### src/rtl/tsb_pkg.sv
// ---------------------------------------------------------------------------
// tsb_pkg: shared types and constants of the timeline segment brightness block
// Field widths, segment kind codes, the command passed from the front end to
// the back end, and the back end sequencer states.
// ---------------------------------------------------------------------------
`default_nettype none

package tsb_pkg;

  localparam int DEF_CHANNELS = 16;
  localparam int DEF_SEGMENTS = 256;

  localparam int TIME_W   = 32;
  localparam int CH_W     = 4;
  localparam int KIND_W   = 2;
  localparam int BRIGHT_W = 12;
  localparam int QUOT_W   = 12;

  // One stored segment: begin time, finish time and kind, kind in the low bits.
  localparam int SEG_W = 2 * TIME_W + KIND_W;

  localparam logic [BRIGHT_W-1:0] FULL_SCALE = 12'd4095;

  localparam logic [KIND_W-1:0] KIND_OFF  = 2'd0;
  localparam logic [KIND_W-1:0] KIND_FULL = 2'd1;
  localparam logic [KIND_W-1:0] KIND_UP   = 2'd2;
  localparam logic [KIND_W-1:0] KIND_DOWN = 2'd3;

  localparam logic ACT_LOAD  = 1'b0;
  localparam logic ACT_QUERY = 1'b1;

  localparam logic STATUS_OK   = 1'b0;
  localparam logic STATUS_DROP = 1'b1;

  typedef enum logic [1:0] {
    OP_LOAD,
    OP_QUERY,
    OP_DROP,
    OP_ZERO
  } cmd_op_t;

  typedef struct packed {
    cmd_op_t             op;
    logic [CH_W-1:0]     ch;
    logic [TIME_W-1:0]   t;
    logic [TIME_W-1:0]   sb;
    logic [TIME_W-1:0]   sf;
    logic [KIND_W-1:0]   kind;
  } cmd_t;

  typedef struct packed {
    logic valid;
    cmd_t cmd;
  } q_head_t;

  typedef struct packed {
    logic [BRIGHT_W-1:0] bright;
    logic                status;
  } result_t;

  typedef enum logic [2:0] {
    BK_IDLE,
    BK_PROBE,
    BK_CMP,
    BK_FETCH,
    BK_EVAL,
    BK_DIV,
    BK_DONE
  } back_state_t;

endpackage

`default_nettype wire

### src/rtl/tsb_front.sv
// ---------------------------------------------------------------------------
// tsb_front: input front end
// Accepts input transfers, classifies each item into a command and holds the
// commands in a two-entry queue for the back end.
// ---------------------------------------------------------------------------
`default_nettype none

module tsb_front #(
  parameter int CHANNELS = tsb_pkg::DEF_CHANNELS
) (
  input  logic             clk,
  input  logic             rst_n,
  input  logic             in_tvalid,
  output logic             in_tready,
  input  logic [103:0]     in_tdata,
  input  logic             in_tuser,
  output tsb_pkg::q_head_t q_head,
  input  logic             q_pop
);

  localparam int QD = 2;

  tsb_pkg::cmd_t cmd;
  logic          ch_ok;
  logic          push;

  tsb_pkg::cmd_t slot_r [QD];
  logic          wr_ptr_r, wr_ptr_nxt;
  logic          rd_ptr_r, rd_ptr_nxt;
  logic [1:0]    count_r, count_nxt;

  // Out-of-range channels are settled here and never reach the stores.
  always_comb begin
    ch_ok     = 32'(in_tdata[3:0]) < CHANNELS;
    cmd.ch    = in_tdata[3:0];
    cmd.t     = in_tdata[35:4];
    cmd.sb    = in_tdata[67:36];
    cmd.sf    = in_tdata[99:68];
    cmd.kind  = in_tdata[101:100];
    case (in_tuser)
      tsb_pkg::ACT_LOAD:  cmd.op = ch_ok ? tsb_pkg::OP_LOAD  : tsb_pkg::OP_DROP;
      tsb_pkg::ACT_QUERY: cmd.op = ch_ok ? tsb_pkg::OP_QUERY : tsb_pkg::OP_ZERO;
      default:            cmd.op = tsb_pkg::OP_ZERO;
    endcase
  end

  assign in_tready = (count_r != 2'(QD));
  assign push      = in_tvalid && in_tready;

  always_comb begin
    wr_ptr_nxt = push  ? ~wr_ptr_r : wr_ptr_r;
    rd_ptr_nxt = q_pop ? ~rd_ptr_r : rd_ptr_r;
    count_nxt  = count_r + 2'(push) - 2'(q_pop);
  end

  always_ff @(posedge clk) begin
    if (!rst_n) begin
      wr_ptr_r <= 1'b0;
      rd_ptr_r <= 1'b0;
      count_r  <= 2'd0;
    end else begin
      wr_ptr_r <= wr_ptr_nxt;
      rd_ptr_r <= rd_ptr_nxt;
      count_r  <= count_nxt;
    end
  end

  always_ff @(posedge clk) begin
    if (push) begin
      slot_r[wr_ptr_r] <= cmd;
    end
  end

  assign q_head.valid = (count_r != 2'd0);
  assign q_head.cmd   = slot_r[rd_ptr_r];

endmodule

`default_nettype wire

### config.mk
export PLATFORM = sky130hd
export DESIGN_NAME = tsb_front
export DESIGN_NICKNAME = d
export VERILOG_FILES = /design/src/rtl/tsb_pkg.sv /design/src/rtl/tsb_front.sv
export SDC_FILE = /design/constraint.sdc
export NUM_CORES = 1
export LEC_CHECK = 0
export BUFFER_PORTS_ARGS = -buffer_cell sky130_fd_sc_hd__buf_2
export CORE_MARGIN = 5
export CORE_UTILIZATION = 36
export CTS_CLUSTER_DIAMETER = 80
export CTS_CLUSTER_SIZE = 28
export DETAILED_ROUTE_END_ITERATION = 7
export GPL_ROUTABILITY_DRIVEN = 0
export PLACE_DENSITY = 0.62
export RECOVER_POWER = 25
export SLEW_MARGIN = 40
export SYNTH_ARGS = -nofsm -noshare
export SYNTH_HDL_FRONTEND = slang
export SYNTH_SLANG_ARGS = --single-unit
### constraint.sdc
create_clock -name clk -period 7.2 [get_ports clk]
set_input_delay 1.8 -clock clk [delete_from_list [all_inputs] [get_ports clk]]
set_output_delay 1.8 -clock clk [all_outputs]
set_load 0.03 [all_outputs]
Word-level counts from Yosys, hierarchy flattened
Memory sizes are Yosys's and may differ from the RTL's. A register that Yosys moved wholly into a read port is not among the register bits.
Cells that the tools add are included.
{ "op_classes": {"add_sub_neg": 2, "eq_ne": 1, "n_bitwise": 3, "mux": 5, "n_reduce_logical": 2} }
{ "op_table": {"columns": ["operator", "count"], "rows": [
  ["$mux 1", 4],
  ["$pmux 2 s2", 1],
  ["$not 1->1", 3],
  ["$add 2x1->2", 1],
  ["$ne 2x2->1 const B", 1],
  ["$reduce_bool 2->1", 1],
  ["$sub 2x1->2", 1],
  ["$logic_and 1x1->1", 1]
]} }
{ "word_totals": {"memories": 1, "regBits": 4, "ramBits": 208} }
{ "memory_table": {"columns": ["memory", "depth", "word_bits", "read_ports", "rd_clocked_by_memory_dff", "wr", "line", "text"], "rows": [
  ["slot_r", 2, 104, 1, 1, 1, "tsb_front.sv:27", "tsb_pkg::cmd_t slot_r [QD];"]
]} }

Depth between registers and ports, before layout
{ "depth": {"depth_word": 4, "mapped_depth": 5, "depth_no_buf": 5} }

Least setup slack after synthesis
Ideal clock, no wire load.
{ "synth_path": {"path_type": "in2reg", "startpoint": "in in_tvalid", "endpoint": "mem slot_r[1][0] in the netlist's numbering, enable pin", "arrival_time_ps": 4233, "setup_slack_ps": 2492, "setup_time_ps": 474, "path_buffers": 0, "stages": 1, "required_time_ps": 6726, "path_cell_list": "and3_1"} }
{ "synth_via": {"elab_chain_len": 3} }
{ "synth_rtl": {"columns": ["element", "line", "text"], "rows": [
  ["start: declaration", "tsb_front.sv:13", "input logic in_tvalid,"],
  ["$logic_and 1x1->1", "tsb_front.sv:48", "assign push = in_tvalid && in_tready;"],
  ["$mux 1", "tsb_front.sv:69", "if (push) begin"],
  ["$mux 1 (implied by the code)", "tsb_front.sv:70", "slot_r[wr_ptr_r] <= cmd;"],
  ["end: declaration", "tsb_front.sv:27", null]
]} }
No other way between the ends.

==> impl_metrics.tcl <==
set metrics [dict create \
    dr.pass1.iters 4 \
    dp.cells 825 \
    ctsRootBufferMaster "clkbuf_16" \
    path_delay_family "buffers and inverters" \
    ys_seq_elements 211 \
    start_util_pct 36.64 \
    dpl.hpwl_um 9974 \
    synthSimpleGateAreaFrac_pct 0.8447 \
    max_slew_margin_pct 47.73 \
    rsz0062_at_grt "false" \
    period_share_pct 60.92 \
    first_global_vias 4213 \
    reg2reg_from "count_r[0]$_SDFF_PN0_" \
    portBuffers 211 \
    hp-start "rd_ptr_r$_SDFFE_PN0P_" \
    ant_nets 0 \
    route.detailed.drc 0 \
    h-tree-depth 1 \
    p_total_mw 2.654 \
    synth.distinct_cells 22 \
    top_usage_layer "met2" \
    hold_depth 2 \
    maxCapViolCount 0 \
    synth_top_family_by_area "multiplexers" \
    timing.rr.end "slot_r[1][43]$_DFFE_PP_" \
    critPathMaxFanout 54 \
    ioPinCount 215 \
    worstSetupEndpointType "primary output" \
    dieHeight_um 156.3 \
    critical_path.slowest_cell "dfxtp_4" \
    area_growth_pct 21.75 \
    vias_per_cell 4.630 \
    clk_latency_ns 0.47 \
    cts_tree "yes" \
    clock_path_buffers 3 \
    setup_tns_ns 0 \
    synth_area_sq_um 7702 \
    setup_viol 0 \
    antenna_found_initial 2 \
    met3_usage_pct 3.595 \
    hold_path_class "reg -> reg" \
    critPathMaxStageDelay_ns 0.84 \
    synthAdderAreaFrac_pct 0.1624 \
    met1_usage_pct 13.56 \
    dieArea_sq_um 24420 \
    grt_max_degree 55 \
    critPathBufInv 2 \
    drive_gt1_share_pct 55.26 \
    worst_slack_ns 2.814 \
    ctsHoldBuffers 0 \
    power_density_nw_per_um2 283.0 \
    dpl-instance-area_sq_um 9027 \
    nNetsFinal 674 \
    required_ns 5.40 \
    preCtsSetupSlack_ns 3.219 \
    leakagePower_nw 3.378 \
    status "finished, final reports clean" \
    final_cell_area_sq_um 9378 \
    numCtsBuffers 12 \
    rr_worst_depth 3 \
    synth_compound_area_share_pct 0.3899 \
    syn-num-nets 458 \
    grt_pass1_wl_um 22110 \
    timing_worst_slew_pin_value_ns 0.7841 \
    yosysWarnings 0 \
    ir_worst_vdd_uv 219.1 \
    antenna_cells 0 \
    avgSynthCellArea_sq_um 22.13 \
    rows 53 \
    grt.overflow.total 0 \
    post-route-min-period_ns 4.386 \
    synthMuxAreaShare_pct 15.32 \
    path_clk_slew_ns 0.09 \
    cts_sinks 211 \
    startpoint_type "flip-flop" \
    fp.dieW_um 156.3 \
    arrival_ns 2.59 \
    report.final.slew_viol_count 0 \
    post-cts-setup-buffers 0 \
    critical_path.cell_chain "buf_4 -> mux2_2 -> buf_2" \
    grt.total_usage_pct 11.27 \
    worstSetupPathType "reg -> out" \
    synthXorXnorAreaFrac_pct 0.1137 \
    grt_use_met2_pct 19.87 \
    r2r_setup_slack_ns 4.77 \
    syn-instance-count 348 \
    vias 3912 \
    max_freq_mhz 228.0 \
    wl_per_cell_um 17.32 \
    finalClockSkew_ns 0.01803 \
    cts_resized 0 \
    drtIter0Drc 117 \
    hold_viol 0 \
    finalNonFillerCells 845 \
    core_sq_um 21020 \
    ys_seq_area_share_pct 81.61 \
    wl_um 14640 \
]
## where the power goes
| part | total [mW] | internal (mW) | switching (mW) |
|---|---|---|---|
| Combinational | 0.445 | 0.150 | 0.295 |
| Sequential | 1.49 | 1.46 | 0.0310 |
| Clock | 0.721 | 0.341 | 0.379 |
| Total | 2.65 | 1.95 | 0.705 |
## layout by cell type (no fill, tap or decap), drive strengths merged, types with 2 or more instances in the layout
cell type  netlist  routed
and2             2       2
and3             2       2
buf             12     190
clkbuf           0      39
clkinv           0       3
dfxtp            5       5
edfxtp         206     206
inv              2       3
mux2           103     103
mux2i            2       2
nand2            2       2
nand2b           2       2
## how the worst max path moves through the flow
stage / depth (start not counted) / endpoint / start / slack, ns
5_1_grt: 3 / q_head[66] / flip-flop / 2.64
3_5_place_dp: 3 / q_head[66] / flip-flop / 3.22
6_report: 3 / q_head[66] / flip-flop / 2.81
4_1_cts: 3 / q_head[66] / flip-flop / 2.71
3_3_place_gp: 3 / q_head[66] / flip-flop / 3.26
2_1_floorplan: 1 / slot_r[1][0]$_DFFE_PP_ / in_tvalid / 2.49
## layer usage
layer  up-vias  wire, um
met5         -        27
met4         4       247
met3        17      1178
met2       133      7384
met1      1965      5799
li1       1793         -
## synthesized netlist by cell type, drive strengths merged
cell	count	area, sq um
a21bo	1	10.01
a21boi	1	7.510
a21oi	1	5.000
and2	2	12.51
and3	2	12.51
buf	12	108.9
conb	1	3.750
dfxtp	5	100.1
edfxtp	206	6186
ha	1	12.51
inv	2	7.510
mux2	103	1160
mux2i	2	20.02
nand2	2	7.510
nand2b	2	12.51
nand3b	1	7.510
nor2b	1	6.260
o21a	1	7.510
or2	1	6.260
xor2	1	8.760
## state kept, by name (all words and copies together) (netlist names), named ones only
register and flops:
count_r 2, rd_ptr_r 1, slot_r 206, wr_ptr_r 1
## cells by family (layout without fill, tap and decap cells)
group / Yosys count / in the layout
compound gates: 4 / 4
mux: 105 / 105
buf+inv: 14 / 236
flops: 211 / 211
xor+xnor: 1 / 1
fa+ha+maj: 1 / 1
other cells: 1 / 1
simple gates: 11 / 11
## stage by stage
| stage | utilization, % | hold WS [ns] |
|---|---|---|
| 3_3_place_gp | 42.94 | 0.5584 |
| 3_5_place_dp | 42.94 | 0.5648 |
| 5_1_grt | 44.61 | 0.6263 |
| 6_report | 44.61 | 0.5755 |
| 2_1_floorplan | - | 0.5285 |
| 4_1_cts | 44.75 | 0.5822 |
## layout make-up
cell class              instances  area, sq um
inverters                       2        10.01
well taps                     275        344.1
clock inverters                 5        47.55
flip-flops and latches        211         6290
fillers                      1867        11640
repair buffers                214         1049
multi-input cells             123         1305
clock buffers                  15        332.8
## worst min-delay path: stages (launching register included)
cell and delay [ns]:
dfxtp_1 0.34, xor2_1 0.07, and2_1 0.14
No activity file was read; power rests on OpenSTA's default activity.
