<file path="src/rtl/tsb_pkg.sv">
// ---------------------------------------------------------------------------
// tsb_pkg: shared types and constants of the timeline segment brightness block
// Field widths, segment kind codes, the command passed from the front end to
// the back end, and the back end sequencer states.
// ---------------------------------------------------------------------------
`default_nettype none

package tsb_pkg;

  localparam int DEF_CHANNELS = 16;
  localparam int DEF_SEGMENTS = 256;

  localparam int TIME_W   = 32;
  localparam int CH_W     = 4;
  localparam int KIND_W   = 2;
  localparam int BRIGHT_W = 12;
  localparam int QUOT_W   = 12;

  // One stored segment: begin time, finish time and kind, kind in the low bits.
  localparam int SEG_W = 2 * TIME_W + KIND_W;

  localparam logic [BRIGHT_W-1:0] FULL_SCALE = 12'd4095;

  localparam logic [KIND_W-1:0] KIND_OFF  = 2'd0;
  localparam logic [KIND_W-1:0] KIND_FULL = 2'd1;
  localparam logic [KIND_W-1:0] KIND_UP   = 2'd2;
  localparam logic [KIND_W-1:0] KIND_DOWN = 2'd3;

  localparam logic ACT_LOAD  = 1'b0;
  localparam logic ACT_QUERY = 1'b1;

  localparam logic STATUS_OK   = 1'b0;
  localparam logic STATUS_DROP = 1'b1;

  typedef enum logic [1:0] {
    OP_LOAD,
    OP_QUERY,
    OP_DROP,
    OP_ZERO
  } cmd_op_t;

  typedef struct packed {
    cmd_op_t             op;
    logic [CH_W-1:0]     ch;
    logic [TIME_W-1:0]   t;
    logic [TIME_W-1:0]   sb;
    logic [TIME_W-1:0]   sf;
    logic [KIND_W-1:0]   kind;
  } cmd_t;

  typedef struct packed {
    logic valid;
    cmd_t cmd;
  } q_head_t;

  typedef struct packed {
    logic [BRIGHT_W-1:0] bright;
    logic                status;
  } result_t;

  typedef enum logic [2:0] {
    BK_IDLE,
    BK_PROBE,
    BK_CMP,
    BK_FETCH,
    BK_EVAL,
    BK_DIV,
    BK_DONE
  } back_state_t;

endpackage

`default_nettype wire

</file>
<file path="src/rtl/tsb_div.sv">
// ---------------------------------------------------------------------------
// tsb_div: ramp level divider
// Computes floor(4095 * num / span) for num <= span, one quotient bit per
// cycle with a restoring step.
// ---------------------------------------------------------------------------
`default_nettype none

module tsb_div (
  input  logic                        clk,
  input  logic                        rst_n,
  input  logic                        start,
  input  logic [tsb_pkg::TIME_W-1:0]  num,
  input  logic [tsb_pkg::TIME_W-1:0]  span,
  output logic                        done,
  output logic [tsb_pkg::QUOT_W-1:0]  quot
);

  localparam int TW    = tsb_pkg::TIME_W;
  localparam int QW    = tsb_pkg::QUOT_W;
  localparam int CNT_W = $clog2(QW + 1);

  logic [TW+QW-1:0] prod;
  logic [TW:0]      trial;
  logic [TW:0]      diff;
  logic             ge;

  logic [TW-1:0]    rem_r, rem_nxt;
  logic [TW-1:0]    span_r, span_nxt;
  logic [QW-1:0]    low_r, low_nxt;
  logic [QW-1:0]    quot_r, quot_nxt;
  logic [CNT_W-1:0] cnt_r, cnt_nxt;
  logic             busy_r, busy_nxt;
  logic             done_r, done_nxt;

  // 4095 * num as (num << 12) - num. Its upper part is already below span,
  // so twelve steps give the whole quotient.
  always_comb begin
    prod  = {num, {QW{1'b0}}} - {{QW{1'b0}}, num};
    trial = {rem_r, low_r[QW-1]};
    diff  = trial - {1'b0, span_r};
    ge    = (trial >= {1'b0, span_r});

    rem_nxt  = rem_r;
    span_nxt = span_r;
    low_nxt  = low_r;
    quot_nxt = quot_r;
    cnt_nxt  = cnt_r;
    busy_nxt = busy_r;
    done_nxt = 1'b0;

    if (start) begin
      rem_nxt  = prod[TW+QW-1:QW];
      low_nxt  = prod[QW-1:0];
      span_nxt = span;
      quot_nxt = '0;
      cnt_nxt  = CNT_W'(QW);
      busy_nxt = 1'b1;
    end else if (busy_r) begin
      rem_nxt  = ge ? diff[TW-1:0] : trial[TW-1:0];
      low_nxt  = {low_r[QW-2:0], 1'b0};
      quot_nxt = {quot_r[QW-2:0], ge};
      cnt_nxt  = cnt_r - 1'b1;
      if (cnt_r == CNT_W'(1)) begin
        busy_nxt = 1'b0;
        done_nxt = 1'b1;
      end
    end
  end

  always_ff @(posedge clk) begin
    if (!rst_n) begin
      busy_r <= 1'b0;
      done_r <= 1'b0;
      cnt_r  <= '0;
    end else begin
      busy_r <= busy_nxt;
      done_r <= done_nxt;
      cnt_r  <= cnt_nxt;
    end
  end

  always_ff @(posedge clk) begin
    rem_r  <= rem_nxt;
    span_r <= span_nxt;
    low_r  <= low_nxt;
    quot_r <= quot_nxt;
  end

  assign done = done_r;
  assign quot = quot_r;

endmodule

`default_nettype wire

</file>
<file path="config.mk">
export PLATFORM = sky130hd
export DESIGN_NAME = tsb_div
export DESIGN_NICKNAME = d
export VERILOG_FILES = /design/src/rtl/tsb_pkg.sv /design/src/rtl/tsb_div.sv
export SDC_FILE = /design/constraint.sdc
export NUM_CORES = 1
export LEC_CHECK = 0
export BUFFER_PORTS_ARGS = -buffer_cell sky130_fd_sc_hd__buf_4
export CAP_MARGIN = 20
export CORE_MARGIN = 1.5
export CORE_UTILIZATION = 54
export DETAILED_ROUTE_END_ITERATION = 8
export GPL_TIMING_DRIVEN = 0
export PLACE_DENSITY = 0.75
export SYNTH_ARGS = -nofsm -noshare
export SYNTH_HDL_FRONTEND = slang
export SYNTH_SLANG_ARGS = --single-unit
</file>
<file path="constraint.sdc">
create_clock -name clk -period 2.58 [get_ports clk]
set_input_delay 0.387 -clock clk [delete_from_list [all_inputs] [get_ports clk]]
set_output_delay 0.387 -clock clk [all_outputs]
set_load 0.01 [all_outputs]
</file>
After elaboration in Yosys (flattened, before gate mapping)
Index checks and enable logic that the tools add are counted.
{ "op_classes": {"addsub": 3, "magnitude_cmp": 1, "n_eq_ne": 1, "mux": 11, "bitwise_logic": 2, "reduce_logical": 3} }
{ "op_table": {"columns": ["op", "count"], "rows": [
  ["two-way mux 32 bit", 3],
  ["subtractor 44 x 32 -> 44 bit", 1],
  [">= comparator 33 x 32 -> 1 bit", 1],
  ["subtractor 32 bit", 1],
  ["two-way mux 12 bit", 2],
  ["two-way mux 4 bit", 2],
  ["equality test 4 x 1 -> 1 bit, second input constant", 1],
  ["two-way mux 1 bit", 4],
  ["subtractor 4 x 1 -> 4 bit, second input constant", 1],
  ["OR reduction 3 bit", 1],
  ["inverter 1 bit", 2],
  ["nonzero test 2 bit", 1],
  ["OR reduction 2 bit", 1]
]} }
{ "totals": {"reg_bits": 94, "in_bits": 67, "out_inout_bits": 13, "word_cells": 29} }

Logic depth before layout (Yosys ltp)
Gate-level depths: netlist (run 1).
{ "logic_depth": {"word_depth": 4, "ltp_mapped": 12, "mapped_depth_nobuf": 12} }

Worst setup path before layout (run 1)
OpenSTA, ideal clock, no wires.
{ "synth_timing": {"kind": "register to register", "startpoint": "register rem_r[15]", "endpoint": "register rem_r[4], data pin", "setup_time_ps": 270, "arrival_time_ps": 2563, "required_ps": 2310, "setup_slack_ps": -253, "path_stages_with_launch": 12, "path_buffers": 2, "synth_period_minus_slack_ps": 2833, "cell_sequence": "edfxtp_1 -> ha_1 -> buf_4 -> and3_1 -> nand4_1 -> or4_4 -> o2111ai_2 -> nor3_2 -> nor2_2 -> buf_4 -> mux2i_1 -> mux2i_1"} }
{ "synth_between": {"elab_chain_cells": 4} }
{ "synth_rtl": {"columns": ["item", "line_no", "text"], "rows": [
  ["from (decl)", "tsb_div.sv:27", "logic [TW-1:0] rem_r, rem_nxt;"],
  ["from (signal assigned)", "tsb_div.sv:83", "rem_r <= rem_nxt;"],
  [">= comparator 33 x 32 -> 1 bit", "tsb_div.sv:41", "ge = (trial >= {1'b0, span_r});"],
  ["two-way mux 32 bit", "tsb_div.sv:59", "rem_nxt = ge ? diff[TW-1:0] : trial[TW-1:0];"],
  ["two-way mux 32 bit", "tsb_div.sv:58", "end else if (busy_r) begin"],
  ["two-way mux 32 bit", "tsb_div.sv:51", "if (start) begin"],
  ["net rem_nxt[4]", "tsb_div.sv:27", null]
]} }
The timed path passes the listed nets, and every way through them passes these cells. The select of a mux whose other input is x is not followed.
A chain may end at the register's enable or synchronous reset.

Worst setup path in the final report (run 1)
{ "layout_timing": {"startpoint": "register rem_r[15]", "endpoint": "register rem_r[15], data pin"} }
The elaborated chain is that of the path after synthesis.

==> impl_metrics.json, run 1 <==
{
  "outcome": "finished, violations left",
  "violations": "setup timing",
  "syn_to_final_growth_pct": 33.0,
  "reg2reg_slack_ps": -500,
  "first_global_vias": 6827,
  "cp.required_ps": 2660,
  "final_util": 0.731,
  "crit_fanout": 6,
  "dr.pass1.iters": 5,
  "via_per_inst": 6.11,
  "fp.dieW_um": 119,
  "row_count": 42,
  "htreeDepth": 3,
  "synthesis.nets": 909,
  "final_area_mm2": 0.00964,
  "setup_viol": 33,
  "num_antenna_cells": 0,
  "drtIter0Drc": 652,
  "dpl_cell_area_mm2": 0.00831,
  "arrival_ps": 3170,
  "syn_avg_cell_area_um2": 9.22,
  "fin_ws_ps": -503,
  "rsz0062_at_grt": "true",
  "cap_viol_max_count": 0,
  "ant_nets": 0,
  "track_usage": 0.324,
  "p_leak_nw": 4.02,
  "layout_min_cycle_time_ps": 3080,
  "drive_above_1_share": 0.299,
  "cts_inserted_buffers": 9,
  "wl_per_cell_um": 20.4,
  "ys_ff_latch": 94,
  "vdd_ir_drop_max_v": 0.000560,
  "yosysSeqAreaShare": 0.365,
  "critPathSlowestCell": "or4_4",
  "synth_ff_type": "edfxtp_1",
  "place_ws_ps": -764,
  "routed_wl_mm": 22.7,
  "critPathMaxStageDelay_ps": 570,
  "synthTopCellsByCount": "nand2_1, edfxtp_1, inv_1, ha_1",
  "netlist_area_mm2": 0.00724,
  "die_y_um": 119,
  "core_area_mm2": 0.0132,
  "fin_worst_skew_ps": 9.03,
  "finalHoldViolCount": 0,
  "end_kind": "flop",
  "cts_buffer_depth": 2,
  "yosys-top-cells-area": "edfxtp_1, ha_1, dfxtp_1, mux2i_1, xnor2_1",
  "hold_buffers": 0,
  "slew_viol_final": 0,
  "power.density_mw_per_mm2": 1000,
  "synth_top_area_frac": 0.315,
  "initial_utilization": 0.549,
  "port_buffers": 79,
  "die-area_mm2": 0.0141,
  "antenna_found_initial": 0,
  "grt_max_degree": 41,
  "post-route-period-util": 1.19,
  "cts.sinks": 94,
  "netlist_instances": 786,
  "netlist-cell-type-count": 73,
  "fin_setup_tns_ps": -13800,
  "hp-class": "in -> reg",
  "synth_warnings": 0,
  "start_kind": "flop",
  "hpwl_mm": 15.8,
  "slew_headroom": 0.431,
  "io_pins": 80,
  "fmax_mhz": 324,
  "grt-ovfl-total": 0,
  "cts_tree": "yes",
  "yosys.area.top_type": "edfxtp_1",
  "grt_pass1_wl_mm": 35.6,
  "worstSetupPathType": "reg -> reg",
  "totalPowerFinal_mw": 9.64,
  "layout.nets": 1055,
  "synthMostInstantiatedCell": "nand2_1",
  "drc": 0,
  "gp_congestion": 0.917,
  "synth_edf_count": 76,
  "dr_total_vias": 6800,
  "async_flop_share": 0,
  "critical_path.cell_chain": "ha_1 > buf_6 > and3_4 > nand4_1 > or4_4 > o2111ai_4 > nor3_4 > buf_12 > nor2_4 > buf_4 > buf_16 > mux2i_4 > mux2i_1",
  "clk-insertion-delay-late_ps": 370,
  "worst_pin_slew_ps": 854,
  "clkSlewWorstSetupHoldPaths_ps": 80,
  "root_buffer": "clkbuf_16"
}
repair_timing:
action	CTS	global route
cloned	4	0
setup endpoints to repair	33	33
setup buffers	41	14
gates resized for setup	71	48
pin swaps	28	30
where the power goes:
group          total, mW  switching, mW  internal [mW]
registers           2.28          0.256           2.02
logic               5.96           3.09           2.86
clock network       1.41          0.650          0.755
total               9.64           4.00           5.64
cell type report:
class | count | area, um^2
Buffer | 22 | 176
Clock buffer | 11 | 264
Clock inverter | 5 | 42.5
Fill cell | 998 | 3550
Inverter | 70 | 263
Multi-Input combinational cell | 597 | 4880
Sequential cell | 94 | 2640
Tap cell | 176 | 220
Timing Repair Buffer | 138 | 1150
sequential cells by signal, indices dropped and copies added (netlist names):
register / flops
rem_r: 32
span_r: 32
low_r: 12
quot: 12
cnt_r: 4
busy_r: 1
done: 1
layout by cell type, fill, tap and decap left out, types with 26 or more instances in the layout:
master / Yosys / routed
buf_4: 4 / 127
edfxtp_1: 76 / 76
nand2_1: 79 / 72
inv_1: 70 / 69
nor2_1: 52 / 51
xnor2_1: 40 / 40
ha_1: 55 / 37
a21oi_1: 52 / 36
mux2i_1: 35 / 28
o21ai_0: 36 / 26
worst max-delay path: cells and delay by family, from the launching register on:
kind	cells	cell delay (ps)
buffers and inverters	4	550
muxes	2	300
and+or+nand+nor	5	1060
adders and majority gates	1	330
AOI/OAI and AO/OA	1	120
DFF	1	450
metrics by stage:
step                      hold WS (ps)  cells
after detailed placement           504   1042
after floorplan                    468    786
final                              192   1113
after global placement             483   1041
after global routing               183   1113
after CTS                          188   1101
cell families after synthesis:
kind of cell	after synthesis	synth area share
AO/OA/AOI/OAI	202	0.188
XOR/XNOR	61	0.0738
adder cells (fa/ha/maj)	56	0.0978
buffers and inverters	95	0.0520
flip-flops	94	0.365
multiplexers	47	0.0670
AND/OR/NAND/NOR	231	0.157
per-layer routing:
metal	part of all wire	up-vias	GRT usage
met1	0.42	3212	0.414
met2	0.48	348	0.541
li1	-	3177	-
met3	0.074	63	0.0761
met4	0.034	0	0.112
met5	0	-	0
worst paths after layout:
kind	to	depth (start not counted)	startpoint
worst min-delay path	span_r[26]	1	span[26]
worst max-delay path	rem_r[15]	13	rem_r[15]
worst max register to register	rem_r[15]	13	rem_r[15]
worst min register to register	cnt_r[1]	2	cnt_r[1]
Note: power is estimated with default switching activity, not from simulation.
==> run 2: changes to the inputs <==
--- a/config.mk
+++ b/config.mk
@@ -9,6 +9,7 @@
 export CAP_MARGIN = 20
 export CORE_MARGIN = 1.5
 export CORE_UTILIZATION = 54
+export CTS_BUF_LIST = sky130_fd_sc_hd__clkbuf_16
 export DETAILED_ROUTE_END_ITERATION = 8
 export GPL_TIMING_DRIVEN = 0
 export PLACE_DENSITY = 0.75
==> impl_metrics.json, run 2 (same netlist as run 1, synthesis figures left out) <==
{
  "outcome": "finished, violations left",
  "violations": "setup timing",
  "mostFrequentLayoutCells": "buf_4, edfxtp_1, nand2_1",
  "syn_to_final_growth_pct": 32.3,
  "fin_worst_skew_ps": 9.71,
  "rsz0062_at_grt": "true",
  "use_met1": 0.419,
  "wl_per_cell_um": 20.5,
  "die_y_um": 119,
  "dr.pass1.iters": 5,
  "via_per_inst": 6.13,
  "port_buffers": 79,
  "start_kind": "flop",
  "initial_utilization": 0.549,
  "slew_headroom": 0.446,
  "die-area_mm2": 0.0141,
  "htreeDepth": 3,
  "end_kind": "flop",
  "clkSlewWorstSetupHoldPaths_ps": 80,
  "core_area_mm2": 0.0132,
  "drc": 0,
  "power.density_mw_per_mm2": 992,
  "worst_pin_slew_ps": 831,
  "layout_min_cycle_time_ps": 3060,
  "cp.required_ps": 2660,
  "routed_wl_mm": 22.6,
  "rr_worst_depth": 12,
  "slew_viol_final": 0,
  "clk-insertion-delay-late_ps": 370,
  "fin_ws_ps": -483,
  "fp.dieW_um": 119,
  "grt_pass1_wl_mm": 35.2,
  "seq_area_mm2": 0.00264,
  "multiInputGateArea_mm2": 0.00491,
  "layout.nets": 1044,
  "track_usage": 0.320,
  "grt_max_degree": 41,
  "grt-ovfl-total": 0,
  "worstSetupPathType": "reg -> reg",
  "p_leak_nw": 3.98,
  "fin_cells": 1102,
  "num_antenna_cells": 0,
  "crit_fanout": 6,
  "antenna_found_initial": 0,
  "place_inst": 1042,
  "finalHoldViolCount": 0,
  "final_common_cell": "buf_4",
  "gp_congestion": 0.917,
  "grt_use_met2": 0.548,
  "busiest_layer": "met2",
  "drive_above_1_share": 0.292,
  "cap_viol_max_count": 0,
  "hold_depth": 1,
  "io_pins": 80,
  "arrival_ps": 3140,
  "first_global_vias": 6684,
  "reg2reg_slack_ps": -480,
  "post-route-period-util": 1.19,
  "root_buffer": "clkbuf_16",
  "hpwl_mm": 15.8,
  "dr_total_vias": 6758,
  "setup_viol": 33,
  "drtIter0Drc": 630,
  "cts_buffer_depth": 2,
  "fmax_mhz": 326,
  "cts_tree": "yes",
  "num-fill-cells": 1024,
  "row_count": 42,
  "final_util": 0.726,
  "cts_inserted_buffers": 9,
  "largestRegisters": "rem_r: 32 flops, span_r: 32 flops",
  "cts.sinks": 94,
  "hp-class": "in -> reg",
  "vdd_ir_drop_max_v": 0.000561,
  "use_met3": 0.0594,
  "ant_nets": 0
}
## run 2: final cells by class
type,count,area share
sequential,94,0.276
tap,176,0.0230
multi-input combinational,597,0.513
inverter,70,0.0274
clock buffer,10,0.0261
buffer,22,0.0184
clock inverter,6,0.00483
timing repair buffer,127,0.112
## run 2: metrics by stage
stage	setup TNS, ps	hold WS (ps)	total power, mW	cell area (um^2)	setup WS, ps
5_1_grt	-16070	181	9.94	9580	-556
3_3_place_gp	-59290	483	6.10	8280	-924
2_1_floorplan	-1050	468	5.14	7470	-92.8
4_1_cts	-11270	188	8.65	9170	-422
3_5_place_dp	-19530	504	6.18	8310	-764
6_report	-13440	191	9.51	9580	-483
## run 2: worst paths after layout
check | from | end
worst max-delay path | rem_r[6] | rem_r[30]
worst min-delay path | span[26] | span_r[26]
worst max register to register | rem_r[6] | rem_r[30]
worst min register to register | cnt_r[1] | cnt_r[1]
## run 2: repair_timing
| action | in CTS | in global routing |
|---|---|---|
| buffers inserted | 29 | 17 |
| cloned | 4 | 0 |
| setup endpoints to repair | 33 | 33 |
| hold buffers | 0 | 0 |
| gates resized for setup | 59 | 65 |
| pin swaps | 22 | 34 |
## run 2: per-layer routing
layer | wire length, um | up-vias | share of wire
met2 | 10900 | 320 | 0.48
met3 | 1510 | 62 | 0.067
met5 | 0 | - | 0
li1 | - | 3156 | -
met4 | 631 | 0 | 0.028
met1 | 9530 | 3220 | 0.42
## run 2: critical path: stages (launching register included)
cell       delay, ps
edfxtp_1         470
ha_4             350
and3_1           220
nand4_1          130
or4_4            570
o2111ai_4        120
nor3_4            90
buf_12           130
nor2_4           110
buf_6            120
buf_6            110
mux2i_1          220
a31oi_1          110
## run 2: report_power, final
part           total [mW]  leakage (nW)  internal (mW)  switching, mW
sequential           2.29         0.902           2.02          0.263
combinational        5.85          2.93           2.78           3.06
clock                1.38         0.151          0.726          0.649
total                9.51          3.98           5.53           3.98
==> run 3: changes to the inputs <==
--- a/config.mk
+++ b/config.mk
@@ -7,10 +7,12 @@
 export LEC_CHECK = 0
 export BUFFER_PORTS_ARGS = -buffer_cell sky130_fd_sc_hd__buf_4
 export CAP_MARGIN = 20
+export CORE_ASPECT_RATIO = 0.6
 export CORE_MARGIN = 1.5
 export CORE_UTILIZATION = 54
 export CTS_BUF_LIST = sky130_fd_sc_hd__clkbuf_16
 export DETAILED_ROUTE_END_ITERATION = 8
+export GPL_ROUTABILITY_DRIVEN = 0
 export GPL_TIMING_DRIVEN = 0
 export PLACE_DENSITY = 0.75
 export SYNTH_ARGS = -nofsm -noshare
==> impl_metrics.json, run 3 (same netlist as run 1, synthesis figures left out) <==
{
  "swShare": 0.428,
  "setup_viol": 33,
  "dr.pass1.iters": 5,
  "cts.sinks": 94,
  "dr_total_vias": 7063,
  "post-route-period-util": 1.16,
  "clkSlewWorstSetupHoldPaths_ps": 70,
  "power.density_mw_per_mm2": 987,
  "place_ws_ps": -720,
  "drc": 0,
  "rsz0062_at_grt": "true",
  "ant_nets": 0,
  "grt-ovfl-total": 0,
  "via_per_inst": 6.50,
  "slew_viol_final": 0,
  "slew_headroom": 0.361,
  "multiInputGateArea_mm2": 0.00491,
  "initial_utilization": 0.558,
  "num_antenna_cells": 0,
  "arrival_ps": 3210,
  "port_buffers": 79,
  "routed_wl_mm": 23.7,
  "largestRegisters": "rem_r: 32 flops, span_r: 32 flops",
  "path_common_cell": "or4_4",
  "grt_pass1_wl_mm": 35.5,
  "grt_max_degree": 38,
  "clk-insertion-delay-late_ps": 360,
  "p_seq_frac": 0.242,
  "root_buffer": "clkbuf_16",
  "htreeDepth": 3,
  "seq_area_mm2": 0.00264,
  "clkPwrFrac": 0.142,
  "die-area_mm2": 0.0141,
  "totalPowerFinal_mw": 9.34,
  "p_leak_nw": 3.92,
  "fp.dieW_um": 153,
  "die_y_um": 92.7,
  "worst_pin_slew_ps": 959,
  "critPathSlowestCell": "or4_4",
  "cts_buffer_depth": 2,
  "end_kind": "flop",
  "vdd_ir_drop_max_v": 0.000591,
  "dpl_cell_area_mm2": 0.00830,
  "critical_path.cell_chain": "ha_1 > buf_4 > and3_4 > nand4_1 > or4_4 > o2111ai_4 > nor3_4 > or2_4 > or4_4 > a31oi_2",
  "num-fill-cells": 932,
  "drive_above_1_share": 0.285,
  "worstSetupPathType": "reg -> reg",
  "first_global_vias": 6599,
  "cap_viol_max_count": 0,
  "fin_ws_ps": -416,
  "io_pins": 80,
  "violations": "setup timing",
  "antenna_found_initial": 0,
  "layout_min_cycle_time_ps": 3000,
  "start_kind": "flop",
  "combPwrFrac": 0.616,
  "drtIter0Drc": 713,
  "fmax_mhz": 334,
  "row_count": 32,
  "p_int_mw": 5.34,
  "mostFrequentLayoutCells": "buf_4, edfxtp_1, nand2_1",
  "outcome": "finished, violations left",
  "switchingPower_mw": 4.00,
  "hold_buffers": 0,
  "core_area_mm2": 0.0130,
  "final_area_mm2": 0.00947,
  "fin_setup_tns_ps": -10940,
  "final_common_cell": "buf_4",
  "wl_per_cell_um": 21.8,
  "finalHoldViolCount": 0,
  "critPathMaxStageDelay_ps": 460,
  "layout.nets": 1035,
  "cts_tree": "yes",
  "cp.required_ps": 2790,
  "track_usage": 0.324,
  "hpwl_mm": 16.2,
  "crit_fanout": 8,
  "hp-class": "in -> reg",
  "fin_worst_skew_ps": 10.1,
  "syn_to_final_growth_pct": 30.7,
  "cts_inserted_buffers": 9
}
run 3: what timing repair did:
item                       CTS  global route
setup endpoints to repair   33            33
pin swaps                   31            29
setup buffers               25            11
resized for setup           82            44
cloned                       0             2
run 3: worst max-delay path, delay by kind of cell (launching register included):
kind / cells / cell delay [ps]
AOI/OAI and AO/OA: 2 / 310
adders and majority gates: 1 / 320
and+or+nand+nor: 6 / 1610
DFF: 1 / 430
buffers and inverters: 1 / 180
run 3: worst paths after layout:
check / start / endpoint / slack (ps) / cells after the start
setup reg to reg: rem_r[13] / rem_r[14] / -420 / 10
hold reg to reg: cnt_r[1] / cnt_r[1] / 530 / 2
hold / removal: span[29] / span_r[29] / 190 / 1
setup / recovery: rem_r[13] / rem_r[14] / -420 / 10
run 3: cell type report:
| cell class | count | share of cell area |
|---|---|---|
| buffer | 22 | 0.0205 |
| clock buffer | 9 | 0.0238 |
| clock inverter | 7 | 0.00648 |
| inverter | 70 | 0.0278 |
| multi-input combinational | 597 | 0.518 |
| sequential | 94 | 0.279 |
| tap | 170 | 0.0225 |
| timing repair buffer | 118 | 0.102 |
run 3: power groups by stage:
stage | clock network (mW) | registers, mW | logic [mW]
floorplan | 0 | 2.16 | 2.98
global placement | 0 | 2.23 | 3.82
detailed placement | 0 | 2.24 | 3.95
CTS | 1.34 | 2.23 | 4.81
global route | 1.40 | 2.28 | 6.04
finish | 1.33 | 2.26 | 5.76
run 3: layer usage:
metal	vias up	wire length (um)	GRT usage
met2	540	10200	0.477
met4	0	529	0.101
met5	-	0	0
li1	3124	-	-
met3	61	3090	0.0772
met1	3338	9850	0.468
run 3: metrics by stage:
step / util / hold WS, ps / instances
finish: 0.730 / 194 / 1087
global route: 0.730 / 187 / 1087
CTS: 0.700 / 195 / 1075
detailed placement: 0.640 / 506 / 1036
global placement: 0.638 / 476 / 1035
floorplan: - / 468 / 786
