==> src/rtl/tsb_pkg.sv <==
// ---------------------------------------------------------------------------
// tsb_pkg: shared types and constants of the timeline segment brightness block
// Field widths, segment kind codes, the command passed from the front end to
// the back end, and the back end sequencer states.
// ---------------------------------------------------------------------------
`default_nettype none

package tsb_pkg;

  localparam int DEF_CHANNELS = 16;
  localparam int DEF_SEGMENTS = 256;

  localparam int TIME_W   = 32;
  localparam int CH_W     = 4;
  localparam int KIND_W   = 2;
  localparam int BRIGHT_W = 12;
  localparam int QUOT_W   = 12;

  // One stored segment: begin time, finish time and kind, kind in the low bits.
  localparam int SEG_W = 2 * TIME_W + KIND_W;

  localparam logic [BRIGHT_W-1:0] FULL_SCALE = 12'd4095;

  localparam logic [KIND_W-1:0] KIND_OFF  = 2'd0;
  localparam logic [KIND_W-1:0] KIND_FULL = 2'd1;
  localparam logic [KIND_W-1:0] KIND_UP   = 2'd2;
  localparam logic [KIND_W-1:0] KIND_DOWN = 2'd3;

  localparam logic ACT_LOAD  = 1'b0;
  localparam logic ACT_QUERY = 1'b1;

  localparam logic STATUS_OK   = 1'b0;
  localparam logic STATUS_DROP = 1'b1;

  typedef enum logic [1:0] {
    OP_LOAD,
    OP_QUERY,
    OP_DROP,
    OP_ZERO
  } cmd_op_t;

  typedef struct packed {
    cmd_op_t             op;
    logic [CH_W-1:0]     ch;
    logic [TIME_W-1:0]   t;
    logic [TIME_W-1:0]   sb;
    logic [TIME_W-1:0]   sf;
    logic [KIND_W-1:0]   kind;
  } cmd_t;

  typedef struct packed {
    logic valid;
    cmd_t cmd;
  } q_head_t;

  typedef struct packed {
    logic [BRIGHT_W-1:0] bright;
    logic                status;
  } result_t;

  typedef enum logic [2:0] {
    BK_IDLE,
    BK_PROBE,
    BK_CMP,
    BK_FETCH,
    BK_EVAL,
    BK_DIV,
    BK_DONE
  } back_state_t;

endpackage

`default_nettype wire

==> src/rtl/tsb_back.sv <==
// ---------------------------------------------------------------------------
// tsb_back: command execution back end
// Appends segments, runs the binary search over the segment memory, forms
// the brightness and holds the result in the output register.
// ---------------------------------------------------------------------------
`default_nettype none

module tsb_back #(
  parameter int CHANNELS = tsb_pkg::DEF_CHANNELS,
  parameter int SEGMENTS = tsb_pkg::DEF_SEGMENTS,
  localparam int DEPTH   = CHANNELS * SEGMENTS,
  localparam int ADDR_W  = (DEPTH > 1) ? $clog2(DEPTH) : 1
) (
  input  logic                        clk,
  input  logic                        rst_n,
  input  tsb_pkg::q_head_t            q_head,
  output logic                        q_pop,
  output logic                        ram_we,
  output logic [ADDR_W-1:0]           ram_waddr,
  output logic [tsb_pkg::SEG_W-1:0]   ram_wdata,
  output logic                        ram_re,
  output logic [ADDR_W-1:0]           ram_raddr,
  input  logic [tsb_pkg::SEG_W-1:0]   ram_rdata,
  output logic                        div_start,
  output logic [tsb_pkg::TIME_W-1:0]  div_num,
  output logic [tsb_pkg::TIME_W-1:0]  div_span,
  input  logic                        div_done,
  input  logic [tsb_pkg::QUOT_W-1:0]  div_quot,
  output logic                        out_valid,
  input  logic                        out_ready,
  output tsb_pkg::result_t            out_res
);

  localparam int TW    = tsb_pkg::TIME_W;
  localparam int KW    = tsb_pkg::KIND_W;
  localparam int LEN_W = $clog2(SEGMENTS + 1);
  localparam int IDX_W = (SEGMENTS > 1) ? $clog2(SEGMENTS) : 1;
  localparam int CI_W  = (CHANNELS > 1) ? $clog2(CHANNELS) : 1;
  localparam logic [LEN_W-1:0] FULL_LEN = LEN_W'(SEGMENTS);

  tsb_pkg::back_state_t state_r, state_nxt;

  logic [LEN_W-1:0]  len_r [CHANNELS];
  logic [TW-1:0]     t_r, t_nxt;
  logic [ADDR_W-1:0] base_r, base_nxt;
  logic [IDX_W-1:0]  lo_r, lo_nxt;
  logic [IDX_W-1:0]  hi_r, hi_nxt;
  logic [IDX_W-1:0]  mid_r, mid_nxt;
  logic [TW-1:0]     num_r, num_nxt;
  logic [TW-1:0]     span_r, span_nxt;
  tsb_pkg::result_t  res_r, res_nxt;
  logic              out_valid_r, out_valid_nxt;
  tsb_pkg::result_t  out_res_r, out_res_nxt;

  logic [CI_W-1:0]   head_ci;
  logic [LEN_W-1:0]  head_len;
  logic [ADDR_W-1:0] head_base;
  logic              len_inc;
  logic [IDX_W:0]    mid_sum;
  logic [IDX_W-1:0]  mid;
  logic              out_load;

  logic [TW-1:0]     rd_begin;
  logic [TW-1:0]     rd_finish;
  logic [KW-1:0]     rd_kind;
  logic              in_range;
  logic [TW-1:0]     seg_span;

  always_comb begin
    head_ci   = CI_W'(q_head.cmd.ch);
    head_len  = len_r[head_ci];
    head_base = ADDR_W'(ADDR_W'(q_head.cmd.ch) * SEGMENTS);
    mid_sum   = {1'b0, lo_r} + {1'b0, hi_r} + 1'b1;
    mid       = mid_sum[IDX_W:1];
    rd_begin  = ram_rdata[tsb_pkg::SEG_W-1 -: TW];
    rd_finish = ram_rdata[KW +: TW];
    rd_kind   = ram_rdata[KW-1:0];
    in_range  = (rd_begin <= t_r) && (t_r <= rd_finish);
    seg_span  = rd_finish - rd_begin;
  end

  always_comb begin
    state_nxt = state_r;
    t_nxt     = t_r;
    base_nxt  = base_r;
    lo_nxt    = lo_r;
    hi_nxt    = hi_r;
    mid_nxt   = mid_r;
    num_nxt   = num_r;
    span_nxt  = span_r;
    res_nxt   = res_r;
    q_pop     = 1'b0;
    len_inc   = 1'b0;
    ram_we    = 1'b0;
    ram_waddr = head_base + ADDR_W'(head_len[IDX_W-1:0]);
    ram_wdata = {q_head.cmd.sb, q_head.cmd.sf, q_head.cmd.kind};
    ram_re    = 1'b0;
    ram_raddr = base_r + ADDR_W'(lo_r);
    div_start = 1'b0;
    out_load  = 1'b0;

    case (state_r)
      tsb_pkg::BK_IDLE: begin
        if (q_head.valid) begin
          q_pop       = 1'b1;
          t_nxt       = q_head.cmd.t;
          base_nxt    = head_base;
          res_nxt     = '{bright: '0, status: tsb_pkg::STATUS_OK};
          state_nxt   = tsb_pkg::BK_DONE;
          case (q_head.cmd.op)
            tsb_pkg::OP_LOAD: begin
              if (head_len >= FULL_LEN) begin
                res_nxt.status = tsb_pkg::STATUS_DROP;
              end else begin
                ram_we  = 1'b1;
                len_inc = 1'b1;
              end
            end
            tsb_pkg::OP_QUERY: begin
              if (head_len != '0) begin
                lo_nxt    = '0;
                hi_nxt    = IDX_W'(head_len - 1'b1);
                state_nxt = tsb_pkg::BK_PROBE;
              end
            end
            tsb_pkg::OP_DROP: begin
              res_nxt.status = tsb_pkg::STATUS_DROP;
            end
            default: begin
            end
          endcase
        end
      end
      tsb_pkg::BK_PROBE: begin
        ram_re = 1'b1;
        if (lo_r < hi_r) begin
          ram_raddr = base_r + ADDR_W'(mid);
          mid_nxt   = mid;
          state_nxt = tsb_pkg::BK_CMP;
        end else begin
          state_nxt = tsb_pkg::BK_FETCH;
        end
      end
      tsb_pkg::BK_CMP: begin
        if (rd_begin > t_r) begin
          hi_nxt = mid_r - 1'b1;
        end else begin
          lo_nxt = mid_r;
        end
        state_nxt = tsb_pkg::BK_PROBE;
      end
      tsb_pkg::BK_FETCH: begin
        res_nxt   = '{bright: '0, status: tsb_pkg::STATUS_OK};
        state_nxt = tsb_pkg::BK_DONE;
        span_nxt  = seg_span;
        num_nxt   = (rd_kind == tsb_pkg::KIND_UP) ? (t_r - rd_begin) : (rd_finish - t_r);
        case (rd_kind)
          tsb_pkg::KIND_OFF: begin
          end
          tsb_pkg::KIND_FULL: begin
            if (in_range) begin
              res_nxt.bright = tsb_pkg::FULL_SCALE;
            end
          end
          tsb_pkg::KIND_UP, tsb_pkg::KIND_DOWN: begin
            if (in_range && (seg_span != '0)) begin
              state_nxt = tsb_pkg::BK_EVAL;
            end
          end
          default: begin
          end
        endcase
      end
      tsb_pkg::BK_EVAL: begin
        div_start = 1'b1;
        state_nxt = tsb_pkg::BK_DIV;
      end
      tsb_pkg::BK_DIV: begin
        if (div_done) begin
          res_nxt   = '{bright: div_quot, status: tsb_pkg::STATUS_OK};
          state_nxt = tsb_pkg::BK_DONE;
        end
      end
      tsb_pkg::BK_DONE: begin
        if (!out_valid_r || out_ready) begin
          out_load  = 1'b1;
          state_nxt = tsb_pkg::BK_IDLE;
        end
      end
      default: begin
        state_nxt = tsb_pkg::BK_IDLE;
      end
    endcase

    out_valid_nxt = out_load || (out_valid_r && !out_ready);
    out_res_nxt   = out_load ? res_r : out_res_r;
  end

  always_ff @(posedge clk) begin
    if (!rst_n) begin
      state_r     <= tsb_pkg::BK_IDLE;
      out_valid_r <= 1'b0;
      for (int i = 0; i < CHANNELS; i++) begin
        len_r[i] <= '0;
      end
    end else begin
      state_r     <= state_nxt;
      out_valid_r <= out_valid_nxt;
      if (len_inc) begin
        len_r[head_ci] <= head_len + 1'b1;
      end
    end
  end

  always_ff @(posedge clk) begin
    t_r       <= t_nxt;
    base_r    <= base_nxt;
    lo_r      <= lo_nxt;
    hi_r      <= hi_nxt;
    mid_r     <= mid_nxt;
    num_r     <= num_nxt;
    span_r    <= span_nxt;
    res_r     <= res_nxt;
    out_res_r <= out_res_nxt;
  end

  assign div_num   = num_r;
  assign div_span  = span_r;
  assign out_valid = out_valid_r;
  assign out_res   = out_res_r;

endmodule

`default_nettype wire

==> config.mk <==
export PLATFORM = sky130hd
export DESIGN_NAME = tsb_back
export DESIGN_NICKNAME = d
export VERILOG_FILES = /design/src/rtl/tsb_pkg.sv /design/src/rtl/tsb_back.sv
export SDC_FILE = /design/constraint.sdc
export NUM_CORES = 1
export LEC_CHECK = 0
export ABC_AREA = 1
export BUFFER_PORTS_ARGS = -buffer_cell sky130_fd_sc_hd__buf_2
export CAP_MARGIN = 20
export CORE_ASPECT_RATIO = 1.1
export CORE_MARGIN = 3
export CORE_UTILIZATION = 40
export CTS_CLUSTER_DIAMETER = 30
export DETAILED_ROUTE_END_ITERATION = 7
export GPL_TIMING_DRIVEN = 0
export PLACE_DENSITY_LB_ADDON = 0.1
export SLEW_MARGIN = 10
export SYNTH_ARGS = -nofsm -noshare
export SYNTH_HDL_FRONTEND = slang
export SYNTH_SLANG_ARGS = --single-unit
export TNS_END_PERCENT = 5
==> constraint.sdc <==
create_clock -name clk -period 6.4 [get_ports clk]
set_clock_uncertainty 0.15 [all_clocks]
set_input_delay 1.28 -clock clk [delete_from_list [all_inputs] [get_ports clk]]
set_output_delay 1.28 -clock clk [all_outputs]
set_load 0.02 [all_outputs]
Word level (Yosys, flattened, before mapping)
Memory sizes are Yosys's and may differ from the RTL's.
Cells that the tools add are included.
{"block": "totals", "regBits": 154, "latchBits": 0, "ram_bits": 144, "mem_bits_ro": 0, "inputBits": 187, "n_memories": 1}
{"block": "op_classes", "addsub": 11, "multipliers": 0, "div_mod_pow": 0, "n_lt_le_gt_ge": 5, "n_eq_ne": 18, "shifts": 0, "mux": 46, "bitwise": 0, "n_reduce_logical": 21}
{"name": "len_r", "depth": 16, "width": 9, "read_ports": 1, "rd_ports_with_merged_regs": 0, "write_ports": 16, "line_no": "tsb_back.sv:43", "text": "logic [LEN_W-1:0] len_r [CHANNELS];"}
{"operator": "subtractor 32 bit", "n": 3}
{"operator": "<= comparator 32 bit", "n": 2}
{"operator": "two-way mux 8 bit", "n": 8}
{"operator": "two-way mux 12 bit", "n": 4}
{"operator": "case mux 13 bit (3 select lines)", "n": 1}
{"operator": "adder 12 x 8 -> 12 bit", "n": 3}
{"operator": "> comparator 32 bit", "n": 1}
{"operator": "two-way mux 32 bit", "n": 1}
{"operator": "case mux 8 bit (2 select lines)", "n": 2}
{"operator": "nonzero test 32 bit", "n": 1}
{"operator": "two-way mux 13 bit", "n": 2}
{"operator": "case mux 3 bit (7 select lines)", "n": 1}
{"operator": "adder 9 x 1 -> 9 bit (second input constant)", "n": 2}
{"operator": "two-way mux 1 bit", "n": 17}
{"operator": "subtractor 8 x 1 -> 8 bit (second input constant)", "n": 2}
{"operator": "two-way mux 3 bit", "n": 5}
{"operator": "inequality test 2 bit (second input constant)", "n": 6}
{"operator": "AND reduction 5 bit", "n": 2}
{"operator": "adder 8 x 8 -> 9 bit", "n": 1}
{"operator": "equality test 3 bit (second input constant)", "n": 3}
{"operator": ">= comparator 9 bit (second input constant)", "n": 1}
{"operator": "two-way mux 9 bit", "n": 1}
{"operator": "nonzero test 9 bit", "n": 1}
{"operator": "OR reduction 9 bit", "n": 1}
{"operator": "19 further kinds", "n": 30}

Depth between registers and ports, before layout
Gate-level depths: netlist of the first run.
An unclocked memory read counts as a cell.
{"block": "depth", "ltp_word": 11, "mapped_depth": 22, "mapped_depth_nobuf": 22}

Least setup slack after synthesis of the first run
Ideal clock, no wire load.
{"block": "synth_timing", "kind": "flip-flop to flip-flop", "startpoint": "register state_r[1]", "endpoint": "register res_r[0] in the netlist's numbering (enable)", "t_arrival_ns": 6.102, "required_time_ns": 5.868, "slack_ns": -0.234, "path_stages_with_launch": 6, "synth_period_minus_slack_ns": 6.634, "cell_sequence": "dfxtp_1 -> inv_1 -> nor3_1 -> or2_2 -> nor2_1 -> nor2_1"}
{"block": "synth_between", "elab_chain_cells": 3}
{"element": "from (decl)", "line_no": "tsb_back.sv:41", "text": "tsb_pkg::back_state_t state_r, state_nxt;"}
{"element": "from (signal assigned)", "line_no": "tsb_back.sv:201", "text": "state_r <= tsb_pkg::BK_IDLE;"}
{"element": "from (signal assigned)", "line_no": "tsb_back.sv:207", "text": "state_r <= state_nxt;"}
{"element": "equality test 3 bit (tied with other cells)", "line_no": "tsb_back.sv:102", "text": "case (state_r)"}
{"element": "inequality test 2 bit (no line) / nonzero test 3 bit (equally long branches)"}
{"element": "AND reduction 3 bit (no line) *"}
{"element": "to (signal assigned)", "line_no": "tsb_back.sv:223", "text": "res_r <= res_nxt;"}
{"element": "to (decl)", "line_no": "tsb_back.sv:51", "text": "tsb_pkg::result_t res_r, res_nxt;"}
Mark *: on every way between the ends. The rest lies on a longest branch, timed or not.
A chain may end at the register's enable or synchronous reset.

Final worst setup path of the first run
{"block": "layout_timing", "startpoint": "input q_head[98] in the netlist's numbering", "endpoint": "output ram_waddr[0]"}
{"block": "layout_between", "elab_chain_cells": 2}
{"element": "from (decl)", "line_no": "tsb_back.sv:16", "text": "input tsb_pkg::q_head_t q_head,"}
{"element": "memory read (16 x 9 bit)"}
{"element": "adder 12 x 8 -> 12 bit", "line_no": "tsb_back.sv:95", "text": "ram_waddr = head_base + ADDR_W'(head_len[IDX_W-1:0]);"}
{"element": "to (decl)", "line_no": "tsb_back.sv:19", "text": "output logic [ADDR_W-1:0] ram_waddr,"}
Every way passes these cells.

==> flow_summary.toml, run 1 <==
[route]
viasPerCell = 5.01
dr.pass1.iters = 5
drt_iter0_drc = 1060
wl_per_cell_um = 19.0
dr_total_vias = 17000
drc = 0
wl_um = 64500
ant_nets = 0

[synthesis]
yosysTopAreaCell = "edfxtp_1"
synth_edf_count = 294
synth-seq-area-share = 0.464
synth_area_sq_um = 19200
avgSynthCellArea_sq_um = 8.27
async_flop_share = 0
ys_types = 51
synthCells = 2321
synth_top_area_share = 0.460
ys_seq_elements = 298
synth-warning-count = 0
synth_area_leaders = "edfxtp_1 (46%), nand2_1 (11%), ha_1 (7.3%), inv_1 (6.5%), nor2_1 (6.4%)"
ys.flop_type = "edfxtp_1"
syn-num-nets = 2624

[global_routing]
grt_max_degree = 28
overflow = 0
grtUsageTotal = 0.249
antenna_found_initial = 2
first_global_vias = 17000
grt_pass1_wl_um = 96300

[critical_path]
critical_path_class = "in2out"
crit_chain = "buf_2 > buf_6 > inv_2 > nor2_4 > buf_2 > a22oi_1 > nand2_1 > nand2_1 > nand4_1 > clkbuf_1 > buf_1 > buf_2"
worstPathMaxFanout = 11
cp.arrival_ns = 4.28
start_kind = "input port"
cpPeakStageDelay_ns = 0.66
cp-end-kind = "output pin"
crit_path_top_delay_cell = "buf_1"
crit_top_cell = "buf_2"
worstPathRequired_ns = 4.97

[sta]
fmax_mhz = 175
finalMaxSlewViolations = 0
slew_headroom = 0.257
fin_hold_ws_ns = 0.264
setup_viol = 0
setup_tns_ns = 0
finalHoldViolCount = 0
rsz0062_at_grt = "false"
finalCriticalPeriod_ns = 5.71
tightestPinTransition_ns = 1.11
fin_crit_sh = 0.891

[cts]
cts_hold_buf = 0
cts_root_buf = "clkbuf_16"
clk_pin_slew_ns = 0.04
cts_tree = "done"
htree_levels = 3
clock-sinks = 298
cts-resized-gates = 0
cts_setup_buffers = 0
clk_latency_ns = 0.61
cts_buffers = 71
clock_path_buffers = 3

[placement]
dpl.hpwl_um = 52100
gp_congestion = 0.910
placed_area_sq_um = 21500
io_buffers = 291

[power]
p_int_mw = 6.07
leakage_nw = 11.5
swShare = 0.336
p_per_area_nw_per_um2 = 379
ir_worst_vdd_uv = 268
seqPwrFrac = 0.290
clockPowerShare = 0.425
total_power_mw = 9.14
combPwrFrac = 0.285
p_sw_mw = 3.07

[floorplan]
start_util = 0.408
die_area_sq_um = 50700
ios = 359
chipHeight_um = 236
core_area_sq_um = 47000
die_w_um = 215
fp-row-count = 83

[layout]
stdcell_area_sq_um = 24100
nets = 2995
fillers = 4632
drive_gt1_frac = 0.200
final_common_cell = "nand2_1"
layout_common_cells = "nand2_1 (577), inv_1 (333), nor2_1 (328), buf_2 (308), edfxtp_1 (294)"
postLayoutCoreUtil = 0.513
syn_to_final_growth_pct = 25.7

[status]
status = "finished, final reports clean"

[worst_hold_path]
min_path_type = "reg2reg"

[flow_run]
drv_cap = 0
==> power groups by stage <==
| stage | Combinational [mW] | Sequential, mW | Clock (mW) |
|---|---|---|---|
| after floorplan | 1.72 | 2.71 | 0 |
| final | 2.61 | 2.65 | 3.88 |
| after global routing | 2.91 | 2.68 | 4.04 |
| after global placement | 2.52 | 2.69 | 0 |
| after detailed placement | 2.57 | 2.69 | 0 |
| after CTS | 2.59 | 2.66 | 3.93 |
==> final timing paths <==
kind	slack, ns	cells after the start	from	to
setup / recovery	0.69	12	q_head[98]	ram_waddr[0]
hold / removal	0.26	0	res_r[6]	out_res[6]
setup reg to reg	2.26	12	len_r[10][0]	len_r[8][4]
hold reg to reg	0.26	0	res_r[6]	out_res[6]
==> stage by stage <==
stage,cells,setup WS [ns]
floorplan,2321,1.85
global placement,3249,0.0529
detailed placement,3254,0.325
CTS,3383,0.704
global route,3387,0.542
finish,3387,0.694
==> layer usage <==
metal,wire length [um],vias up,track usage
li1,-,8415,-
met1,25600,7891,0.287
met2,32600,509,0.445
met3,3190,147,0.0441
met4,3060,0,0.122
met5,0,-,0
==> critical path, delay by kind of cell <==
| family | cells | cell delay, ns |
|---|---|---|
| AOI/OAI and AO/OA | 1 | 0.14 |
| buffers and inverters | 7 | 2.26 |
| and+or+nand+nor | 4 | 0.57 |
==> synth_stat cells (all sizes together), types with 6 or more instances <==
master	n
nand2	592
inv	340
nor2	334
edfxtp	294
a21oi	140
ha	112
o21ai	97
buf	93
a22oi	73
nand3	69
xor2	27
nand4	22
nor3	18
clkbuf	16
a31oi	14
o21bai	13
xnor2	12
o21a	9
or2	6
==> cell type report <==
type / count / area, sq um / area share
Antenna cell: 2 / 5.00 / 0.000207
Buffer: 109 / 719 / 0.0298
Clock buffer: 80 / 1830 / 0.0759
Clock inverter: 49 / 734 / 0.0304
Inverter: 341 / 1280 / 0.0531
Multi-Input combinational cell: 1573 / 8300 / 0.344
Sequential cell: 298 / 8910 / 0.369
Tap cell: 637 / 797 / 0.0330
Timing Repair Buffer: 298 / 1550 / 0.0643
==> registers in the layout, summed over array words and instances, names as in the netlist <==
signal	flops
lo_r	8
len_r	144
mid_r	8
out_res	13
hi_r	8
out_valid	1
res_r	13
base_r	4
div_num	32
state_r	3
div_span	32
t_r	32
==> cell families (layout without fill, tap and decap cells) <==
family | count (synthesis) | after routing | synth area share
and+or+nand+nor | 1052 | 1052 | 0.223
buffers and inverters | 450 | 877 | 0.104
AOI/OAI and AO/OA | 365 | 365 | 0.111
DFF | 298 | 298 | 0.464
adders and majority gates | 116 | 116 | 0.0771
xor gates and xnor gates | 39 | 39 | 0.0194
muxes | 1 | 1 | 0.000521
other | 0 | 2 | 0
Note: power is estimated with default switching activity, not from simulation.
==> inputs of run 2 (changes only) <==
==> constraint.sdc (replaced) <==
create_clock -name clk -period 6.4 [get_ports clk]
set_clock_uncertainty 0.15 [all_clocks]
set_input_delay 1.92 -clock clk [delete_from_list [all_inputs] [get_ports clk]]
set_output_delay 1.92 -clock clk [all_outputs]
set_load 0.02 [all_outputs]
==> flow_summary.toml, run 2 (synthesis results as in run 1) <==
[floorplan]
chipHeight_um = 236
die_area_sq_um = 50700
core_area_sq_um = 47000
ios = 359
die_w_um = 215
fp-row-count = 83
start_util = 0.408

[cts]
htree_levels = 3
clk_latency_ns = 0.61
cts_setup_buffers = 0
clock_path_buffers = 3
cts_buffers = 71
clock-sinks = 298
cts_hold_buf = 0
cts_root_buf = "clkbuf_16"
cts_tree = "done"
clk_pin_slew_ns = 0.04

[layout]
largest_reg_flops = 144
layout_common_cells = "nand2_1 (577), inv_1 (333), nor2_1 (328), buf_2 (308), edfxtp_1 (294)"
regMostFlops = "len_r"
finalNonFillerCells = 3387
fillers = 4634
final_common_cell = "nand2_1"
drive_gt1_frac = 0.201
syn_to_final_growth_pct = 25.7
nets = 2995
postLayoutCoreUtil = 0.513

[worst_hold_path]
hold_path_end = "out_res[6]"
hold_path_depth = 0
hp-start = "res_r[6]"
min_path_type = "reg2reg"

[critical_path]
worstPathMaxFanout = 11
crit_top_cell = "buf_2"
path_buf_inv = 7
r2r-end = "res_r[5]"
cpPeakStageDelay_ns = 0.35
cp-end-kind = "output pin"
cp.arrival_ns = 4.20
start_kind = "input port"
r2r_start = "t_r[0]"
crit_chain = "buf_2 > buf_6 > inv_2 > nor2_4 > buf_2 > a22oi_1 > nand2_1 > nand2_1 > nand4_1 > buf_2 > clkbuf_4 > buf_2"
critical_path_class = "in2out"
worstPathRequired_ns = 4.33
rr_worst_depth = 14
cp_top_family = "buffers and inverters"
crit_path_top_delay_cell = "clkbuf_4"
reg2reg_slack_ns = 2.56

[sta]
fin_crit_sh = 0.980
finalHoldViolCount = 0
fin_hold_ws_ns = 0.264
fmax_mhz = 160
rsz0062_at_grt = "false"
finalMaxSlewViolations = 0
finalCriticalPeriod_ns = 6.27
tightestPinTransition_ns = 1.19
slew_headroom = 0.207
setup_viol = 0

[global_routing]
grt_pass1_wl_um = 96300
grtUsageTotal = 0.249
overflow = 0
antenna_found_initial = 2
grt_max_degree = 28
first_global_vias = 17000

[route]
dr.pass1.iters = 5
drc = 0
ant_nets = 0
wl_per_cell_um = 19.1
dr_total_vias = 17000
viasPerCell = 5.03
wl_um = 64600
drt_iter0_drc = 1045

[placement]
dp.cells = 3254
dpl.hpwl_um = 52100
gp_congestion = 0.910
io_buffers = 291

[power]
p_per_area_nw_per_um2 = 379
ir_worst_vdd_uv = 268
leakage_nw = 11.5

[flow_run]
drv_cap = 0

[status]
status = "finished, final reports clean"
run 2: repair_timing:
item	CTS	global route
hold endpoints to repair	0	0
endpoints found under the setup margin	1	1
resized for setup	2	3
run 2: cell type report:
cell class                 instances  area, sq um  area share
sequential                       298         8910       0.369
antenna                            2         5.00    0.000207
clock inverter                    49          734      0.0304
multi-input combinational       1573         8300       0.344
tap                              637          797      0.0330
inverter                         341         1280      0.0531
clock buffer                      80         1830      0.0759
buffer                           109          727      0.0301
timing repair buffer             298         1550      0.0643
run 2: worst max path at each step:
stage / start / endpoint / slack [ns] / cells past startpoint
5_1_grt: q_head[98] / ram_waddr[0] / 0.03 / 12
2_1_floorplan: q_head[98] / ram_waddr[0] / 0.83 / 10
6_report: q_head[98] / ram_waddr[0] / 0.13 / 12
3_3_place_gp: q_head[98] / ram_waddr[0] / -0.54 / 12
3_5_place_dp: q_head[98] / ram_waddr[0] / -0.55 / 12
4_1_cts: q_head[98] / ram_waddr[0] / 0.02 / 12
run 2: where the power goes:
part / switching, mW / internal [mW] / leakage [nW]
Sequential: 0.114 / 2.54 / 2.91
Combinational: 1.78 / 0.831 / 7.33
Clock: 1.18 / 2.70 / 1.21
Total: 3.07 / 6.07 / 11.5
run 2: stage by stage:
stage               total power, mW  setup TNS, ns  area, sq um  setup slack [ns]
finish                         9.15              0        24100             0.131
CTS                            9.19              0        24100            0.0197
global route                   9.63              0        24100            0.0279
floorplan                      4.43              0        19200             0.833
detailed placement             5.27          -9.27        21500            -0.554
global placement               5.22          -8.68        21500            -0.543
run 2: worst register-to-register path: stages (launching register included):
cell and delay [ns]:
edfxtp_1 0.39, ha_1 0.25, fa_1 0.37, inv_1 0.08
nand2_1 0.07, o21ai_0 0.49, a21oi_1 0.24, o21ai_0 0.72
nand2_1 0.11, nand3_1 0.16, nand2_1 0.09, inv_1 0.05
nand4_1 0.14, clkbuf_1 0.27, nand2_1 0.14
run 2: layer usage:
metal  up-vias  routed length [um]  global-route usage  share of wire
met4         0                3090               0.122          0.048
met5         -                   0                   0              0
met1      7948               25500               0.287           0.40
li1       8414                   -                   -              -
met3       148                3410              0.0441          0.053
met2       530               32500               0.445           0.50
